==> src/hw/rtl/ogsd_pkg.sv <==
// ----------------------------------------------------------------------------
// ogsd_pkg
// Shared types and constants of the Ogg page segment demux: result record,
// segment table entry, table write port and the result codes.
// ----------------------------------------------------------------------------
package ogsd_pkg;

  // largest segment count kept per page
  localparam int MAX_SEGMENTS = 255;
  // segment table address and segment count widths
  localparam int SEG_AW = (MAX_SEGMENTS > 1) ? $clog2(MAX_SEGMENTS) : 1;
  localparam int CNT_W  = $clog2(MAX_SEGMENTS + 1);

  // page header layout
  localparam logic [31:0] CAPTURE_WORD = 32'h4F676753;
  localparam int          CAPTURE_LEN  = 4;
  localparam int          HEADER_SKIP  = 22;
  localparam int          HDR_W        = 5;

  // result queue between parser and output side
  localparam int QUEUE_DEPTH = 4;
  localparam int Q_AW        = $clog2(QUEUE_DEPTH);

  // result kinds
  typedef enum logic [2:0] {
    KIND_PAYLOAD   = 3'd0,
    KIND_EMPTY_RUN = 3'd1,
    KIND_MISMATCH  = 3'd2,
    KIND_CLEAN_END = 3'd3,
    KIND_TRUNCATED = 3'd4
  } kind_t;

  // one result record
  typedef struct packed {
    kind_t       kind;
    logic [7:0]  payload;
    logic        segment_last;
    logic        page_last;
    logic [7:0]  empty_after;
  } result_t;

  // one nonzero segment: its size and the empty segments behind it
  typedef struct packed {
    logic [7:0] zeros;
    logic [7:0] size;
  } seg_entry_t;

  // segment table write port
  typedef struct packed {
    logic              en;
    logic [SEG_AW-1:0] addr;
    seg_entry_t        data;
  } seg_wr_t;

endpackage

==> src/hw/rtl/ogsd_result_queue.sv <==
// ----------------------------------------------------------------------------
// ogsd_result_queue
// Back end: short queue of result records between the parser and the
// result ports, so that each side stalls on its own.
// ----------------------------------------------------------------------------
module ogsd_result_queue (
  input  logic                clk,
  input  logic                rst,
  input  logic                wr_en,
  input  ogsd_pkg::result_t   wr_data,
  output logic                full,
  output logic                empty,
  input  logic                rd_en,
  output ogsd_pkg::result_t   rd_data
);
  import ogsd_pkg::*;

  result_t         entries [QUEUE_DEPTH];
  logic [Q_AW-1:0] wr_ptr;
  logic [Q_AW-1:0] rd_ptr;
  logic [Q_AW:0]   count;

  // status and head of queue
  assign full    = (count == (Q_AW + 1)'(QUEUE_DEPTH));
  assign empty   = (count == '0);
  assign rd_data = entries[rd_ptr];

  // storage
  always_ff @(posedge clk) begin
    if (wr_en) begin
      entries[wr_ptr] <= wr_data;
    end
  end

  // pointers and fill count
  always_ff @(posedge clk) begin
    if (rst) begin
      wr_ptr <= '0;
      rd_ptr <= '0;
      count  <= '0;
    end else begin
      if (wr_en) begin
        wr_ptr <= wr_ptr + 1'b1;
      end
      if (rd_en) begin
        rd_ptr <= rd_ptr + 1'b1;
      end
      unique case ({wr_en, rd_en})
        2'b10:   count <= count + 1'b1;
        2'b01:   count <= count - 1'b1;
        default: count <= count;
      endcase
    end
  end

endmodule

==> config.mk <==
export PLATFORM = sky130hd
export DESIGN_NAME = ogsd_result_queue
export DESIGN_NICKNAME = d
export VERILOG_FILES = /design/src/hw/rtl/ogsd_pkg.sv /design/src/hw/rtl/ogsd_result_queue.sv
export SDC_FILE = /design/constraint.sdc
export NUM_CORES = 1
export LEC_CHECK = 0
export ABC_AREA = 1
export ABC_CLOCK_PERIOD_IN_PS = 2300
export BUFFER_PORTS_ARGS = -buffer_cell sky130_fd_sc_hd__buf_4
export CORE_AREA = 2 2 99 101
export DETAILED_ROUTE_END_ITERATION = 16
export DIE_AREA = 0 0 101 103
export PLACE_DENSITY = 0.65
export SYNTH_ARGS = -nofsm -noshare
export SYNTH_HDL_FRONTEND = slang
export SYNTH_SLANG_ARGS = --single-unit
==> constraint.sdc <==
create_clock -name clk -period 2.3 [get_ports clk]
set_clock_uncertainty 0.2 [all_clocks]
set_input_delay 0.115 -clock clk [delete_from_list [all_inputs] [get_ports clk]]
set_output_delay 0.115 -clock clk [all_outputs]
set_load 0.01 [all_outputs]
* Word-level counts from Yosys, hierarchy flattened
Memories as Yosys holds them, arrays and structs flattened. A register that Yosys moved wholly into a read port is not among the register bits. Index checks and enable logic that the tools add are counted.
Word-level totals: register bits after elaboration 7, memory bits (writable) 84, input port bits 25, word-level logic and storage cells 18, memories kept 1
Memory list:
- entries | depth 4, bits a word 21, read ports 1, clocked after Yosys merged registers in 1, write ports 1, RTL line ogsd_result_queue.sv:18 | result_t entries [QUEUE_DEPTH];
Cells by class: add/subtract/negate cells 4, equal/unequal tests 3, muxes and demuxes 5, reductions and logical operators 2
Operators by type and width (number):
- $pmux 3 s2 | 1
- $add 2x1->2 const B | 2
- $mux 2 | 2
- $add 3x1->3 const B | 1
- $eq 3x3->1 const B | 1
- $logic_not 3->1 | 1
- $sub 3x1->3 const B | 1
- $eq 2x1->1 const B | 1
- $eq 2x2->1 const B | 1
- $mux 1 | 2
- $reduce_bool 2->1 | 1

* Depth between registers and ports, before layout
Gate-level depths: netlist of run 1.
depth in word-level cells 3, mapped depth 10, gate-level depth less buffers 10

* Least setup slack after synthesis of run 1
No wires, ideal clock.
kind register to register, start register wr_ptr[0], end memory entries[2][0] (netlist bit), enable pin, arrival 1012 ps, slack 712 ps, stages on the path, launching flop included 5, path through dfxtp_1 inv_1 ha_1 nand2_1 inv_1
RTL lines:
- start: declaration | RTL line ogsd_result_queue.sv:19 | logic [Q_AW-1:0] wr_ptr;
- start signal: assignment | RTL line ogsd_result_queue.sv:43 | wr_ptr <= wr_ptr + 1'b1;
- end: declaration | RTL line ogsd_result_queue.sv:18
No word-level cell before the write port.

==> results.ini, run 1 <==
[run_status]
outcome=complete, no violations

[detailed_routing]
number_of_nets_still_failing_antenna_checks_after_routing=0
post-route-drc-count=0
drt_pass1_iterations=4
avgViaCountPerCell=4.87
initial_detailed_routing_violation_count=119
routed_vias=2247
wl_um=6890
routed_wire_length_per_instance_um=14.9

[timing]
hold_slack_ns=0.252
period_share=0.912
period_needed_ns=2.10
hold_violations=0
maxSlewHeadroom=0.662
setup-violations-final=0
worst-slew-pin-transition_ns=0.507
final.setup.tns_ns=0
slew_violations=0
setup_repair_after_global_routing_missed_its_margin=false
fmaxAchievable_mhz=477

[power_and_ir_drop]
cellLeakagePower_nw=1.70
p_per_area_nw_per_um2=773
vdd.ir_drop.worst_uv=317

[die]
die_span_y_um=103
rows=36
horizontal_die_dimension_um=101
die_area_um2=10400
placeableCoreArea_um2=9460
initial_utilization=0.382
io_pins=48

[cts]
ctsLongestPathBuffers=2
cts_tree=yes
clk_pin_slew_worst_paths_ns=0.08
count_of_buffers_added_by_post_cts_timing_repair_for_setup=0
cts_inserted_buffers=9
cts_htree_levels=3
clk-insertion-delay-late_ns=0.35
cts.sink_count=93
ctsRootBufferMaster=clkbuf_8

[critical_path]
setup.reg_to_reg.worst_slack_ns=0.68
cp-end-kind=output pin
timing.critical_path.arrival_ns=1.78
required_ns=1.99
most_common_cell_on_crit_path=buf_4
critPathLaunchType=flop
cpMaxStageDelayCell=dfxtp_1
worst_path_largest_cell_delay_ns=0.64
worst-path-max-fanout=12
timing.critical_path.cells=buf_4 -> o21ai_0 -> o22ai_1 -> buf_4
worst_r2r_startpoint=wr_ptr[0]
worstSetupPathType=flop to output pin

[grt]
global_route_wire_length_before_repair_um=10700
gr-usage-all-layers=0.138
grt_start_max_net_pins=43
gr-usage-met3=0.0393
overflow=0
gr-usage-met2=0.235
grt_antenna_before_repair=0
grt_most_used_layer=met2
first_global_vias=2244
use_met1=0.163

[synth]
ys.warnings.count=0
synth.yosys.seq_area_share=0.748
syn_nets=293
avgSynthCellArea_um2=13.8
synth.area.top_cells=edfxtp_1, dfxtp_1, nor2_1
post_synth_instance_area_um2=3610
yosys_register_bits=93
cell_taking_the_most_area_after_synthesis=edfxtp_1
cell_count_after_synthesis=262
synth.distinct_cells=21
synth_top_area_frac=0.698

[place]
io_buffer_count=47
gp_routability_congestion=0.749
postPlaceCellArea_um2=4090
detailed_placer_s_ending_hpwl_um=4460

[hold_path]
hp-class=flop to flop
holdCritStartpoint=rd_ptr[1]

[final_layout]
insertedDiodeCount=0
layout.cells.most_common_list=edfxtp_1, buf_4, nor2_1
layout.cell_area.non_filler_um2=4550
post-route-util=0.481
mostFrequentLayoutCell=edfxtp_1
fraction_of_final_layout_cells_with_drive_strength_greater_than_1=0.222
nNetsFinal=373
area_growth_syn_to_layout_pct=26.0

[flow_run]
maxCapViolCount=0

-- final cells by class --
type                       count  area [µm²]
sequential                    93        2700
clock buffer                  11         131
fill                         842        4910
tap                          114         143
timing repair buffer          82         703
clock inverter                 5        75.1
multi-input combinational    138         721
inverter                      18        75.1
-- metrics by stage --
stage               instances  power, W  setup slack [ns]
floorplan                 262   0.00220             0.712
global placement          420   0.00239             0.574
detailed placement        420   0.00240             0.563
CTS                       461   0.00355             0.167
global route              461   0.00366            0.0922
finish                    461   0.00352             0.203
-- cell usage after synthesis (all sizes together) --
cell type and n:
edfxtp 84, o21ai 48, nor2 45, o22ai 21
inv 18, buf 13, dfxtp 9, nand2 9
a21oi 5, ha 5, nor3 2, fa 1
nand3 1, nand4 1
-- worst paths after layout --
check / endpoint / cells past startpoint
max reg2reg: entries[0][11] / 5
max: rd_data[2] / 4
min reg2reg: rd_ptr[1] / 1
min: rd_ptr[1] / 1
-- logic make-up after synthesis --
kind of cell	synth area share
buffers and inverters	0.0523
AOI/OAI and AO/OA	0.113
adders and majority gates	0.0229
DFF	0.748
and+or+nand+nor	0.0634
-- metal layers --
layer / vias to the layer above / wire length, µm
met5: - / 0
met4: 0 / 137
met3: 12 / 268
met2: 39 / 3490
met1: 1083 / 3000
li1: 1113 / -
-- state kept, by name, indices dropped and copies added, names as in the netlist, named ones only --
name     flops
count        3
entries     84
wr_ptr       2
rd_ptr       2
-- worst max-delay path, delay by kind of cell, from the launching register on --
kind,cells,cell delay [ns]
AOI/OAI and AO/OA,2,0.34
buffers and inverters,2,0.44
DFF,1,0.64
-- power breakdown --
part	switching (W)	internal (W)	total [W]
clock network	0.000528	0.000608	0.00114
registers	0.0000310	0.00192	0.00195
logic	0.000231	0.000201	0.000433
-- what timing repair did --
item,CTS,global route
endpoints found under the hold margin,93,0
hold buffers,25,0
gates resized for setup,0,0
(Power assumes the default switching activity.)
==> run 2: changes to the inputs <==
--- a/config.mk
+++ b/config.mk
@@ -11,6 +11,7 @@
 export CORE_AREA = 2 2 99 101
 export DETAILED_ROUTE_END_ITERATION = 16
 export DIE_AREA = 0 0 101 103
+export MAX_ROUTING_LAYER = met4
 export PLACE_DENSITY = 0.65
 export SYNTH_ARGS = -nofsm -noshare
 export SYNTH_HDL_FRONTEND = slang
==> run 2 against run 1 <==
Compared with the run above: via count about the same; largest power group unchanged; sequential power about the same; maximum frequency about the same; combinational power about the same; critical path type unchanged; sequential share of layout area unchanged.
==> results.ini, run 2 (synthesis results as in run 1) <==
[final_layout]
nNetsFinal=373
final_cells=461
area_growth_syn_to_layout_pct=26.0
layout.filler_cells=842
fraction_of_final_layout_cells_with_drive_strength_greater_than_1=0.222
mostFrequentLayoutCell=edfxtp_1
largest_register_ff_count=84
layout.cell_area.non_filler_um2=4550
largestRegisters=entries: 84 flops, count: 3 flops
insertedDiodeCount=0
layout.cells.most_common_list=edfxtp_1, buf_4, nor2_1
max_flop_register=entries

[run_status]
outcome=complete, no violations

[critical_path]
worst_r2r_startpoint=wr_ptr[0]
required_ns=1.99
setup.reg_to_reg.worst_slack_ns=0.68
worstSetupPathType=flop to output pin
worst-path-max-fanout=12
crit-reg2reg-capture=entries[0][11]
cp-end-kind=output pin
worst_r2r_path_depth=5
timing.critical_path.arrival_ns=1.78
critPathLaunchType=flop

[hold_path]
holdCritStartpoint=rd_ptr[1]
hp-class=flop to flop
end_of_the_worst_hold_path=rd_ptr[1]
hold_depth=1

[grt]
first_global_vias=2245
global_route_wire_length_before_repair_um=10700
overflow=0
grt_antenna_before_repair=0
gr-usage-all-layers=0.142
grt_start_max_net_pins=43

[power_and_ir_drop]
seq_power_share=0.554
netSwitchingPower_w=0.000791
internal_power_of_the_cells_w=0.00273
clockPowerShare=0.323
cellLeakagePower_nw=1.70
pwr-share-comb=0.123
vdd.ir_drop.worst_uv=316
p_per_area_nw_per_um2=773
power.share.switching=0.225
power_w=0.00352

[place]
gp_routability_congestion=0.758
io_buffer_count=47
detailed_placer_s_ending_hpwl_um=4460
dpl.cell_count=420
postPlaceCellArea_um2=4090

[timing]
period_share=0.912
slew_violations=0
hold_violations=0
setup-violations-final=0
fmaxAchievable_mhz=477
maxSlewHeadroom=0.662
setup_repair_after_global_routing_missed_its_margin=false
period_needed_ns=2.10
worst-slew-pin-transition_ns=0.507
final.setup.tns_ns=0

[cts]
ctsRootBufferMaster=clkbuf_8
cts_tree=yes
clk-insertion-delay-late_ns=0.35
cts.sink_count=93
ctsLongestPathBuffers=2
postCtsResizedCells=0
cts_htree_levels=3
cts_inserted_buffers=9
clk_pin_slew_worst_paths_ns=0.08
count_of_buffers_added_by_post_cts_timing_repair_for_setup=0

[die]
die_area_um2=10400
io_pins=48
horizontal_die_dimension_um=101
placeableCoreArea_um2=9460
initial_utilization=0.382
die_span_y_um=103
rows=36

[detailed_routing]
routed_wire_length_per_instance_um=14.9
post-route-drc-count=0
drt_pass1_iterations=4
number_of_nets_still_failing_antenna_checks_after_routing=0
avgViaCountPerCell=4.88
wl_um=6890
routed_vias=2249
initial_detailed_routing_violation_count=119

[flow_run]
maxCapViolCount=0

==> run 2: area by class of cell <==
cell class	count	area [µm²]	share of cell area
clock inverter	5	75.1	0.0165
timing repair buffer	82	703	0.155
multi-input combinational	138	721	0.158
sequential	93	2700	0.594
tap	114	143	0.0313
inverter	18	75.1	0.0165
clock buffer	11	131	0.0289
==> run 2: worst max-delay path by stage <==
stage	start	to	slack, ns	cells after the start
after floorplan	wr_ptr[0]	entries[2][0]	0.71	4
after global placement	flop	rd_data[2]	0.57	4
after detailed placement	flop	rd_data[2]	0.56	4
after CTS	flop	rd_data[2]	0.17	4
after global routing	flop	rd_data[7]	0.09	4
final	flop	rd_data[2]	0.20	4
==> run 2: critical path: stages, from the launching register on <==
cell     delay, ns
dfxtp_1       0.64
buf_4         0.27
o21ai_0       0.10
o22ai_1       0.24
buf_4         0.17
==> run 2: metrics by stage <==
stage | hold slack (ns) | util | setup slack (ns)
final | 0.252 | 0.481 | 0.203
after global routing | 0.272 | 0.481 | 0.0922
after CTS | 0.253 | 0.481 | 0.167
after detailed placement | 0.122 | 0.433 | 0.563
after global placement | 0.118 | 0.433 | 0.574
after floorplan | 0.0139 | - | 0.712
==> run 2: power groups by stage <==
stage	Combinational (W)	Sequential [W]	Clock, W
final	0.000433	0.00195	0.00114
after global routing	0.000480	0.00196	0.00122
after CTS	0.000441	0.00195	0.00116
after detailed placement	0.000406	0.00199	0
after global placement	0.000398	0.00199	0
after floorplan	0.000227	0.00198	0
==> run 2: layer usage <==
layer,routed length (µm),GRT usage,vias up
met5,0,-,-
met4,135,0.0593,0
met3,260,0.0393,12
met2,3490,0.235,41
met1,3000,0.163,1083
li1,-,-,1113
==> run 2: repair_timing <==
item	CTS	global route
hold buffers	25	0
endpoints found under the hold margin	93	0
setup endpoints to repair	0	0
