**config.mk**
```make
export PLATFORM = sky130hd
export DESIGN_NAME = ogsd_parser
export DESIGN_NICKNAME = d
export VERILOG_FILES = /design/src/hw/rtl/ogsd_pkg.sv /design/src/hw/rtl/ogsd_parser.sv
export SDC_FILE = /design/constraint.sdc
export NUM_CORES = 1
export LEC_CHECK = 0
export BUFFER_PORTS_ARGS = -buffer_cell sky130_fd_sc_hd__buf_2
export CORE_UTILIZATION = 65
export CTS_BUF_LIST = sky130_fd_sc_hd__clkbuf_4 sky130_fd_sc_hd__clkbuf_8 sky130_fd_sc_hd__clkbuf_16
export DETAILED_ROUTE_END_ITERATION = 8
export PLACE_DENSITY = 0.87
export SLEW_MARGIN = 15
export SYNTH_ARGS = -nofsm -noshare
export SYNTH_HDL_FRONTEND = slang
export SYNTH_SLANG_ARGS = --single-unit
export TNS_END_PERCENT = 30
```
**constraint.sdc**
```tcl
create_clock -name clk -period 9.25 [get_ports clk]
set_input_delay 0.925 -clock clk [delete_from_list [all_inputs] [get_ports clk]]
set_output_delay 0.925 -clock clk [all_outputs]
set_load 0.005 [all_outputs]
```
**src/hw/rtl/ogsd_pkg.sv**
```systemverilog
// ----------------------------------------------------------------------------
// ogsd_pkg
// Shared types and constants of the Ogg page segment demux: result record,
// segment table entry, table write port and the result codes.
// ----------------------------------------------------------------------------
package ogsd_pkg;

  // largest segment count kept per page
  localparam int MAX_SEGMENTS = 255;
  // segment table address and segment count widths
  localparam int SEG_AW = (MAX_SEGMENTS > 1) ? $clog2(MAX_SEGMENTS) : 1;
  localparam int CNT_W  = $clog2(MAX_SEGMENTS + 1);

  // page header layout
  localparam logic [31:0] CAPTURE_WORD = 32'h4F676753;
  localparam int          CAPTURE_LEN  = 4;
  localparam int          HEADER_SKIP  = 22;
  localparam int          HDR_W        = 5;

  // result queue between parser and output side
  localparam int QUEUE_DEPTH = 4;
  localparam int Q_AW        = $clog2(QUEUE_DEPTH);

  // result kinds
  typedef enum logic [2:0] {
    KIND_PAYLOAD   = 3'd0,
    KIND_EMPTY_RUN = 3'd1,
    KIND_MISMATCH  = 3'd2,
    KIND_CLEAN_END = 3'd3,
    KIND_TRUNCATED = 3'd4
  } kind_t;

  // one result record
  typedef struct packed {
    kind_t       kind;
    logic [7:0]  payload;
    logic        segment_last;
    logic        page_last;
    logic [7:0]  empty_after;
  } result_t;

  // one nonzero segment: its size and the empty segments behind it
  typedef struct packed {
    logic [7:0] zeros;
    logic [7:0] size;
  } seg_entry_t;

  // segment table write port
  typedef struct packed {
    logic              en;
    logic [SEG_AW-1:0] addr;
    seg_entry_t        data;
  } seg_wr_t;

endpackage

```
**src/hw/rtl/ogsd_parser.sv**
```systemverilog
// ----------------------------------------------------------------------------
// ogsd_parser
// Front end: takes one stream byte per transaction, tracks capture search,
// header skip, table load and payload, and forms at most one result.
// ----------------------------------------------------------------------------
module ogsd_parser (
  input  logic                          clk,
  input  logic                          rst,
  input  logic                          take,
  input  logic [7:0]                    data_byte,
  input  logic                          stream_end,
  output logic                          res_valid,
  output ogsd_pkg::result_t             res,
  output ogsd_pkg::seg_wr_t             seg_wr,
  output logic [ogsd_pkg::SEG_AW-1:0]   rd_addr,
  input  ogsd_pkg::seg_entry_t          rd_data
);
  import ogsd_pkg::*;

  typedef enum logic [1:0] {
    PH_CAPTURE,
    PH_HEADER,
    PH_TABLE,
    PH_PAYLOAD
  } phase_t;

  phase_t            phase, phase_next;
  logic [23:0]       pattern_shift, pattern_shift_next;
  logic [HDR_W-1:0]  header_count, header_count_next;
  logic [CNT_W-1:0]  seg_total, seg_total_next;
  logic [CNT_W-1:0]  load_index, load_index_next;
  logic [CNT_W-1:0]  leading_zeros, leading_zeros_next;
  logic [CNT_W-1:0]  nz_count, nz_count_next;
  logic [7:0]        cur_size, cur_size_next;
  logic [7:0]        cur_zeros, cur_zeros_next;
  logic [7:0]        first_size, first_size_next;
  logic [7:0]        first_zeros, first_zeros_next;
  logic [SEG_AW-1:0] rd_k, rd_k_next;
  logic [7:0]        bytes_left, bytes_left_next;
  logic [7:0]        act_zeros, act_zeros_next;

  logic [31:0]       word;
  logic [CNT_W:0]    k_plus1;
  logic [CNT_W:0]    k_plus2;
  logic              is_last;
  logic              next_is_last;
  seg_entry_t        next_entry;

  // position of the current segment in the compact list
  assign word         = {pattern_shift, data_byte};
  assign k_plus1      = (CNT_W + 1)'(rd_k) + 1'b1;
  assign k_plus2      = (CNT_W + 1)'(rd_k) + 2'd2;
  assign is_last      = (k_plus1 == (CNT_W + 1)'(nz_count));
  assign next_is_last = (k_plus2 == (CNT_W + 1)'(nz_count));

  // the last nonzero segment lives in registers, the others in the table
  always_comb begin
    if (next_is_last) begin
      next_entry.zeros = cur_zeros;
      next_entry.size  = cur_size;
    end else begin
      next_entry = rd_data;
    end
  end

  // next state and result
  always_comb begin
    phase_next         = phase;
    pattern_shift_next = pattern_shift;
    header_count_next  = header_count;
    seg_total_next     = seg_total;
    load_index_next    = load_index;
    leading_zeros_next = leading_zeros;
    nz_count_next      = nz_count;
    cur_size_next      = cur_size;
    cur_zeros_next     = cur_zeros;
    first_size_next    = first_size;
    first_zeros_next   = first_zeros;
    rd_k_next          = rd_k;
    bytes_left_next    = bytes_left;
    act_zeros_next     = act_zeros;

    res_valid = 1'b0;
    res       = '0;
    seg_wr    = '0;
    rd_addr   = (phase == PH_PAYLOAD) ? SEG_AW'(k_plus1) : SEG_AW'(1);

    if (take) begin
      if (stream_end) begin
        // end of stream: report and return to reset
        res_valid = 1'b1;
        res.kind  = (phase == PH_CAPTURE && header_count == '0) ? KIND_CLEAN_END
                                                                : KIND_TRUNCATED;
        phase_next         = PH_CAPTURE;
        pattern_shift_next = '0;
        header_count_next  = '0;
        seg_total_next     = '0;
        load_index_next    = '0;
        leading_zeros_next = '0;
        nz_count_next      = '0;
        rd_k_next          = '0;
        bytes_left_next    = '0;
      end else begin
        unique case (phase)
          // collect four bytes and compare with the capture pattern
          PH_CAPTURE: begin
            if (header_count < HDR_W'(CAPTURE_LEN - 1)) begin
              header_count_next  = header_count + 1'b1;
              pattern_shift_next = word[23:0];
            end else begin
              header_count_next  = '0;
              pattern_shift_next = '0;
              if (word == CAPTURE_WORD) begin
                phase_next = PH_HEADER;
              end else begin
                res_valid = 1'b1;
                res.kind  = KIND_MISMATCH;
              end
            end
          end

          // skip header, then take the segment count
          PH_HEADER: begin
            if (header_count < HDR_W'(HEADER_SKIP)) begin
              header_count_next = header_count + 1'b1;
            end else begin
              header_count_next = '0;
              if (data_byte == 8'd0) begin
                phase_next = PH_CAPTURE;
              end else begin
                seg_total_next = (int'(data_byte) > MAX_SEGMENTS) ? CNT_W'(MAX_SEGMENTS)
                                                                  : CNT_W'(data_byte);
                load_index_next    = '0;
                leading_zeros_next = '0;
                nz_count_next      = '0;
                cur_zeros_next     = '0;
                phase_next         = PH_TABLE;
              end
            end
          end

          // fold the segment table into the compact list
          PH_TABLE: begin
            if (data_byte != 8'd0) begin
              if (leading_zeros < load_index) begin
                // close the previous nonzero segment
                seg_wr.en   = 1'b1;
                seg_wr.addr = SEG_AW'(nz_count - 1'b1);
                seg_wr.data = {cur_zeros, cur_size};
                if (nz_count == CNT_W'(1)) begin
                  first_zeros_next = cur_zeros;
                end
              end else begin
                first_size_next = data_byte;
              end
              cur_size_next  = data_byte;
              cur_zeros_next = '0;
              nz_count_next  = nz_count + 1'b1;
            end else if (leading_zeros == load_index) begin
              leading_zeros_next = leading_zeros + 1'b1;
            end else begin
              cur_zeros_next = cur_zeros + 1'b1;
            end
            load_index_next = load_index + 1'b1;

            if (load_index_next >= seg_total) begin
              if (leading_zeros_next >= seg_total) begin
                // page of empty segments only
                res_valid       = 1'b1;
                res.kind        = KIND_EMPTY_RUN;
                res.page_last   = 1'b1;
                res.empty_after = 8'(seg_total);
                phase_next      = PH_CAPTURE;
              end else begin
                phase_next = PH_PAYLOAD;
                rd_k_next  = '0;
                if (nz_count_next == CNT_W'(1)) begin
                  bytes_left_next = cur_size_next;
                  act_zeros_next  = cur_zeros_next;
                end else begin
                  bytes_left_next = first_size_next;
                  act_zeros_next  = first_zeros_next;
                end
                // run of empty segments ahead of the first payload
                if (leading_zeros_next != '0) begin
                  res_valid       = 1'b1;
                  res.kind        = KIND_EMPTY_RUN;
                  res.empty_after = 8'(leading_zeros_next);
                end
              end
            end
          end

          // pass payload through, marking segment and page ends
          PH_PAYLOAD: begin
            res_valid   = 1'b1;
            res.kind    = KIND_PAYLOAD;
            res.payload = data_byte;
            if (bytes_left > 8'd1) begin
              bytes_left_next = bytes_left - 1'b1;
            end else begin
              res.segment_last = 1'b1;
              res.empty_after  = act_zeros;
              bytes_left_next  = '0;
              if (is_last) begin
                res.page_last = 1'b1;
                phase_next    = PH_CAPTURE;
              end else begin
                rd_k_next       = SEG_AW'(k_plus1);
                bytes_left_next = next_entry.size;
                act_zeros_next  = next_entry.zeros;
                rd_addr         = SEG_AW'(k_plus2);
              end
            end
          end

          default: begin
            phase_next = PH_CAPTURE;
          end
        endcase
      end
    end
  end

  // state registers
  always_ff @(posedge clk) begin
    if (rst) begin
      phase         <= PH_CAPTURE;
      pattern_shift <= '0;
      header_count  <= '0;
      seg_total     <= '0;
      load_index    <= '0;
      leading_zeros <= '0;
      nz_count      <= '0;
      rd_k          <= '0;
      bytes_left    <= '0;
    end else begin
      phase         <= phase_next;
      pattern_shift <= pattern_shift_next;
      header_count  <= header_count_next;
      seg_total     <= seg_total_next;
      load_index    <= load_index_next;
      leading_zeros <= leading_zeros_next;
      nz_count      <= nz_count_next;
      rd_k          <= rd_k_next;
      bytes_left    <= bytes_left_next;
    end
  end

  // segment data registers
  always_ff @(posedge clk) begin
    cur_size    <= cur_size_next;
    cur_zeros   <= cur_zeros_next;
    first_size  <= first_size_next;
    first_zeros <= first_zeros_next;
    act_zeros   <= act_zeros_next;
  end

endmodule

```
Word level (Yosys, flattened, before mapping)
Index checks and enable logic that the tools add are counted.
{"block": "totals", "ram_bits": 0, "output_inout_bits": 55, "mem_count": 0, "reg_bits": 119, "inputBits": 28, "romBits": 0, "latchBits": 0, "elab_cells": 183}
{"block": "op_classes", "n_reduce_logical": 23, "n_bitwise": 1, "div_mod_pow": 0, "eq_ne": 26, "n_mux": 104, "magnitude_cmp": 6, "addsub": 9, "shifts": 0, "mul": 0}
{"op": "$mux W8", "count": 50}
{"op": "$mux W25", "count": 5}
{"op": "$pmux W8 S2", "count": 7}
{"op": "$mux W24", "count": 3}
{"op": "$add A8 B1 Y8 const B", "count": 4}
{"op": "$eq A32 B31 Y1 const B", "count": 1}
{"op": "$ne A3 B3 Y1 const B", "count": 8}
{"op": "$mux W2", "count": 11}
{"op": "$mux W21", "count": 1}
{"op": "$eq A9 B8 Y1", "count": 2}
{"op": "$mux W18", "count": 1}
{"op": "$mux W9", "count": 2}
{"op": "$pmux W9 S2", "count": 1}
{"op": "$eq A8 B1 Y1 const B", "count": 2}
{"op": "$ge A8 B8 Y1", "count": 2}
{"op": "$mux W16", "count": 1}
{"op": "$ne A2 B2 Y1 const B", "count": 8}
{"op": "$reduce_bool A8 Y1", "count": 2}
{"op": "$sub A8 B1 Y8 const B", "count": 2}
{"op": "$mux W5", "count": 3}
{"op": "$reduce_and A7 Y1", "count": 2}
{"op": "$mux W3", "count": 4}
{"op": "$reduce_and A4 Y1", "count": 3}
{"op": "$mux W1", "count": 10}
{"op": "other kinds (27)", "count": 34}

Logic depth before layout (Yosys ltp)
{"block": "depth", "depth_word": 13, "depth_mapped": 17, "ltp_nobuf": 15}

Worst setup path before layout
Ideal clock, no wire load.
{"block": "synth_path", "path_type": "input to output", "start": "in data_byte[2]", "end": "out res[0] (netlist bit)", "setup_slack_ns": 4.309, "t_arrival_ns": 4.016, "stages": 15, "path_buffers": 3, "t_required_ns": 8.325, "path_cell_list": "or4_1 -> buf_2 -> nor4_2 -> buf_4 -> mux2_2 -> ha_1 -> nand2_1 -> o21ai_0 -> a31oi_1 -> o21ai_1 -> clkbuf_1 -> nand2_1 -> o21ai_0 -> a22oi_1 -> nor2_1"}
{"item": "start: declaration", "line_no": "ogsd_parser.sv:10", "text": "input logic [7:0] data_byte,"}
{"item": "end: declaration", "line_no": "ogsd_parser.sv:13", "text": "output ogsd_pkg::result_t res,"}

Worst setup path after layout
{"block": "layout_path", "start": "in data_byte[2]", "end": "out res_valid"}
{"block": "layout_between", "elab_chain_cells": 12, "word_cells_on_any_way": 16, "classes_between": "1 x order compare; 1 x eq/ne; 12 x mux; 2 x reduce/logical"}
{"item": "parallel branches: the longest is 9 deep, another holds $ge A8 B8 Y1"}
{"item": "$pmux W1 S3 *", "line_no": "ogsd_parser.sv:104", "text": "unique case (phase)"}
{"item": "$mux W1 *", "line_no": "ogsd_parser.sv:89", "text": "if (stream_end) begin"}
{"item": "$mux W1 *", "line_no": "ogsd_parser.sv:88", "text": "if (take) begin"}
{"item": "end: declaration", "line_no": "ogsd_parser.sv:12", "text": "output logic res_valid,"}
Every way passes the cells marked *. The select of a mux whose other input is x is not followed.

==> run summary <==
final wirelength = 23400 um
critical-path cell list = buf_2 -> or4_1 -> nor4_2 -> buf_4 -> nand4_1 -> nor2_1 -> xor2_1 -> ha_1 -> a21o_1 -> a21oi_1 -> o21ai_1 -> buf_4 -> or2_1 -> o31ai_1 -> a31oi_1 -> buf_2
vias per cell = 6.76
Antenna Cells = 0
syn_nets = 1017
All-Layer GR Usage = 38.2%
GP Congestion = 0.948
most frequent cell after synthesis = nor2_1
clk sink count = 119
Longest Clk Path Bufs = 2
first-iteration detailed-routing DRC count = 880
share of cells above drive strength 1 = 15.1%
Cell Pwr Density = 140 nW/um^2
I/O pin count = 83
Max H-tree Level = 4
DP Area = 8390 sq um
drt pass-1 iters = 7
post-layout instance area = 8980 sq um
Critical Path AT = 4.87 ns
crit end category = output port
part of the cycle the worst path needs = 62.6%
Final Core Density = 74.7%
CTS tree = yes
number of global-route vias before repair = 7338
Post-Syn Area = 7980 sq um
slowest stage cell, crit path = or4_1
gr ovfl total = 0
Mapped Avg Cell Area = 8.38 sq um
ys flop type = dfxtp_1
setup TNS = 0 ns
CTS resizes = 0
FF+latch count, synth = 119
unrepaired setup endpoints after global routing = false
post-route ant nets = 0
Inserted Clock Buffers = 17
P&R area growth vs syn = 12.4%
Post-Place Worst Slack = 3.63 ns
vias post-DR = 7860
Max VDD drop = 0.143 mV
initial antenna violation count = 0
synth top area cells = dfxtp_1, edfxtp_1, ha_1
Synth Instances = 953
Starting Density = 66.5%
Setup crit start kind = input port
post-synth top area share = 19.8%
top cells by count, synth = nor2_1, dfxtp_1, nand2_1
IO buf count = 82
clock root cell = clkbuf_16
Max-slew headroom = 27.4%
area of the core = 12000 sq um
Critical Setup Path Class = in2out
max-cap viol count = 0
status = finished, final reports clean
type of the most critical hold path = reg2reg
register area = 2780 sq um
Cell Rows = 40
setup bufs post-CTS = 0
first-pass GRT wire length = 37800 um
area of the multi-input gates = 4810 sq um
Async SR Flop Fraction = 0%
clock skew = 0.0112 ns
Post-synth EDFFs = 40
final worst slack = 3.46 ns
DIE HEIGHT = 113 um
Unique masters post-synth = 80
Final nets = 1066
Static Leak = 3.66 nW
CP max FO = 15
Pins Over Slew Limit = 0
die width = 113 um
Die ar. = 12700 sq um
Worst-Skew Late Latency = 0.43 ns
Yosys warnings = 0
Setup-failing EPs final = 0
area leader, netlist = dfxtp_1
Clk pin slew, worst setup/hold paths = 0.06 ns
Hold Buf Count CTS = 0
dpl hpwl = 16000 um
Req. time, crit path = 8.33 ns
largest incremental delay on the critical path = 0.70 ns
WL per Instance = 20.2 um
Least-Margin Pin Slew = 1.09 ns
register area share after synthesis = 34.9%
largest net degree at the start of global routing = 75
Final Hold Viols = 0
Fmax = 173 MHz
minimum clock period = 5.79 ns
DRC = 0
FILL cells = 882
[worst paths after layout]
kind | startpoint | endpoint | slack [ns] | depth (start not counted)
worst max-delay path | data_byte[2] | res_valid | 3.46 | 16
worst min-delay path | bytes_left[4] | bytes_left[4] | 0.45 | 1
worst max register to register | load_index[5] | bytes_left[7] | 4.52 | 17
worst min register to register | bytes_left[4] | bytes_left[4] | 0.45 | 1
[layout by cell type, fill, tap and decap left out, types with 11 or more instances in the layout]
cell       netlist  layout
a21o_1          18      18
a21oi_1         57      57
a22oi_1         44      44
a31oi_1         11      11
and2_1          22      22
and3_1          15      15
buf_2           13      82
buf_4            6      12
clkbuf_16        0      18
dfxtp_1         79      79
edfxtp_1        40      40
ha_1            36      36
inv_1           31      31
mux2i_1         16      16
nand2_1         67      67
nand2b_1        14      14
nand3_1         23      23
nand4_1         18      18
nor2_1         119     119
nor3_1          36      36
o21ai_0         29      29
o21ai_1         20      20
xnor2_1         32      32
xor2_1          23      23
[metal layers]
metal,global-route usage [%],vias up,wire (um)
met5,0,-,0
met4,20.0,0,1020
met3,6.80,100,2420
met2,61.0,519,10900
met1,49.6,3631,9130
li1,-,3610,-
[stage by stage]
stage | hold WS [ns] | instances | power [mW]
final | 0.455 | 1162 | 1.25
after global routing | 0.499 | 1162 | 1.28
after CTS | 0.456 | 1162 | 1.25
after detailed placement | 0.443 | 1130 | 0.605
after global placement | 0.436 | 1130 | 0.604
after floorplan | 0.427 | 953 | 0.585
[power by group]
group / switching (mW) / leakage [nW] / internal (mW)
Sequential: 0.00263 / 0.994 / 0.540
Clock: 0.262 / 0.289 / 0.395
Combinational: 0.0354 / 2.37 / 0.0176
Total: 0.301 / 3.66 / 0.953
[cell type report]
| type | instances | share of cell area [%] |
|---|---|---|
| clock inverters | 12 | 1.31 |
| flip-flops and latches | 119 | 31.0 |
| inverters | 31 | 1.30 |
| repair buffers | 94 | 5.57 |
| clock buffers | 20 | 5.18 |
| multi-input cells | 739 | 53.6 |
| well taps | 147 | 2.05 |
[sequential cells by signal (all words and copies together) (netlist names), 8 cells and up]
register       flops
cur_zeros          8
nz_count           8
cur_size           8
load_index         8
act_zeros          8
pattern_shift     24
bytes_left         8
leading_zeros      8
first_zeros        8
rd_k               8
first_size         8
seg_total          8
[cells by family (layout without fill, tap and decap cells)]
group / Yosys count / after routing / share of synthesized area [%]
flops: 119 / 119 / 34.9
xor+xnor: 55 / 55 / 6.03
simple gates: 365 / 365 / 22.8
compound gates: 258 / 258 / 22.2
mux: 25 / 25 / 3.28
fa+ha+maj: 36 / 36 / 5.64
buf+inv: 95 / 157 / 5.14
[critical path, delay by kind of cell]
kind / cells / cell delay [ns]
adders and majority gates: 1 / 0.31
buffers and inverters: 4 / 0.74
xor gates and xnor gates: 1 / 0.27
and+or+nand+nor: 5 / 1.58
AOI/OAI and AO/OA: 5 / 1.03
(Power assumes the default switching activity.)
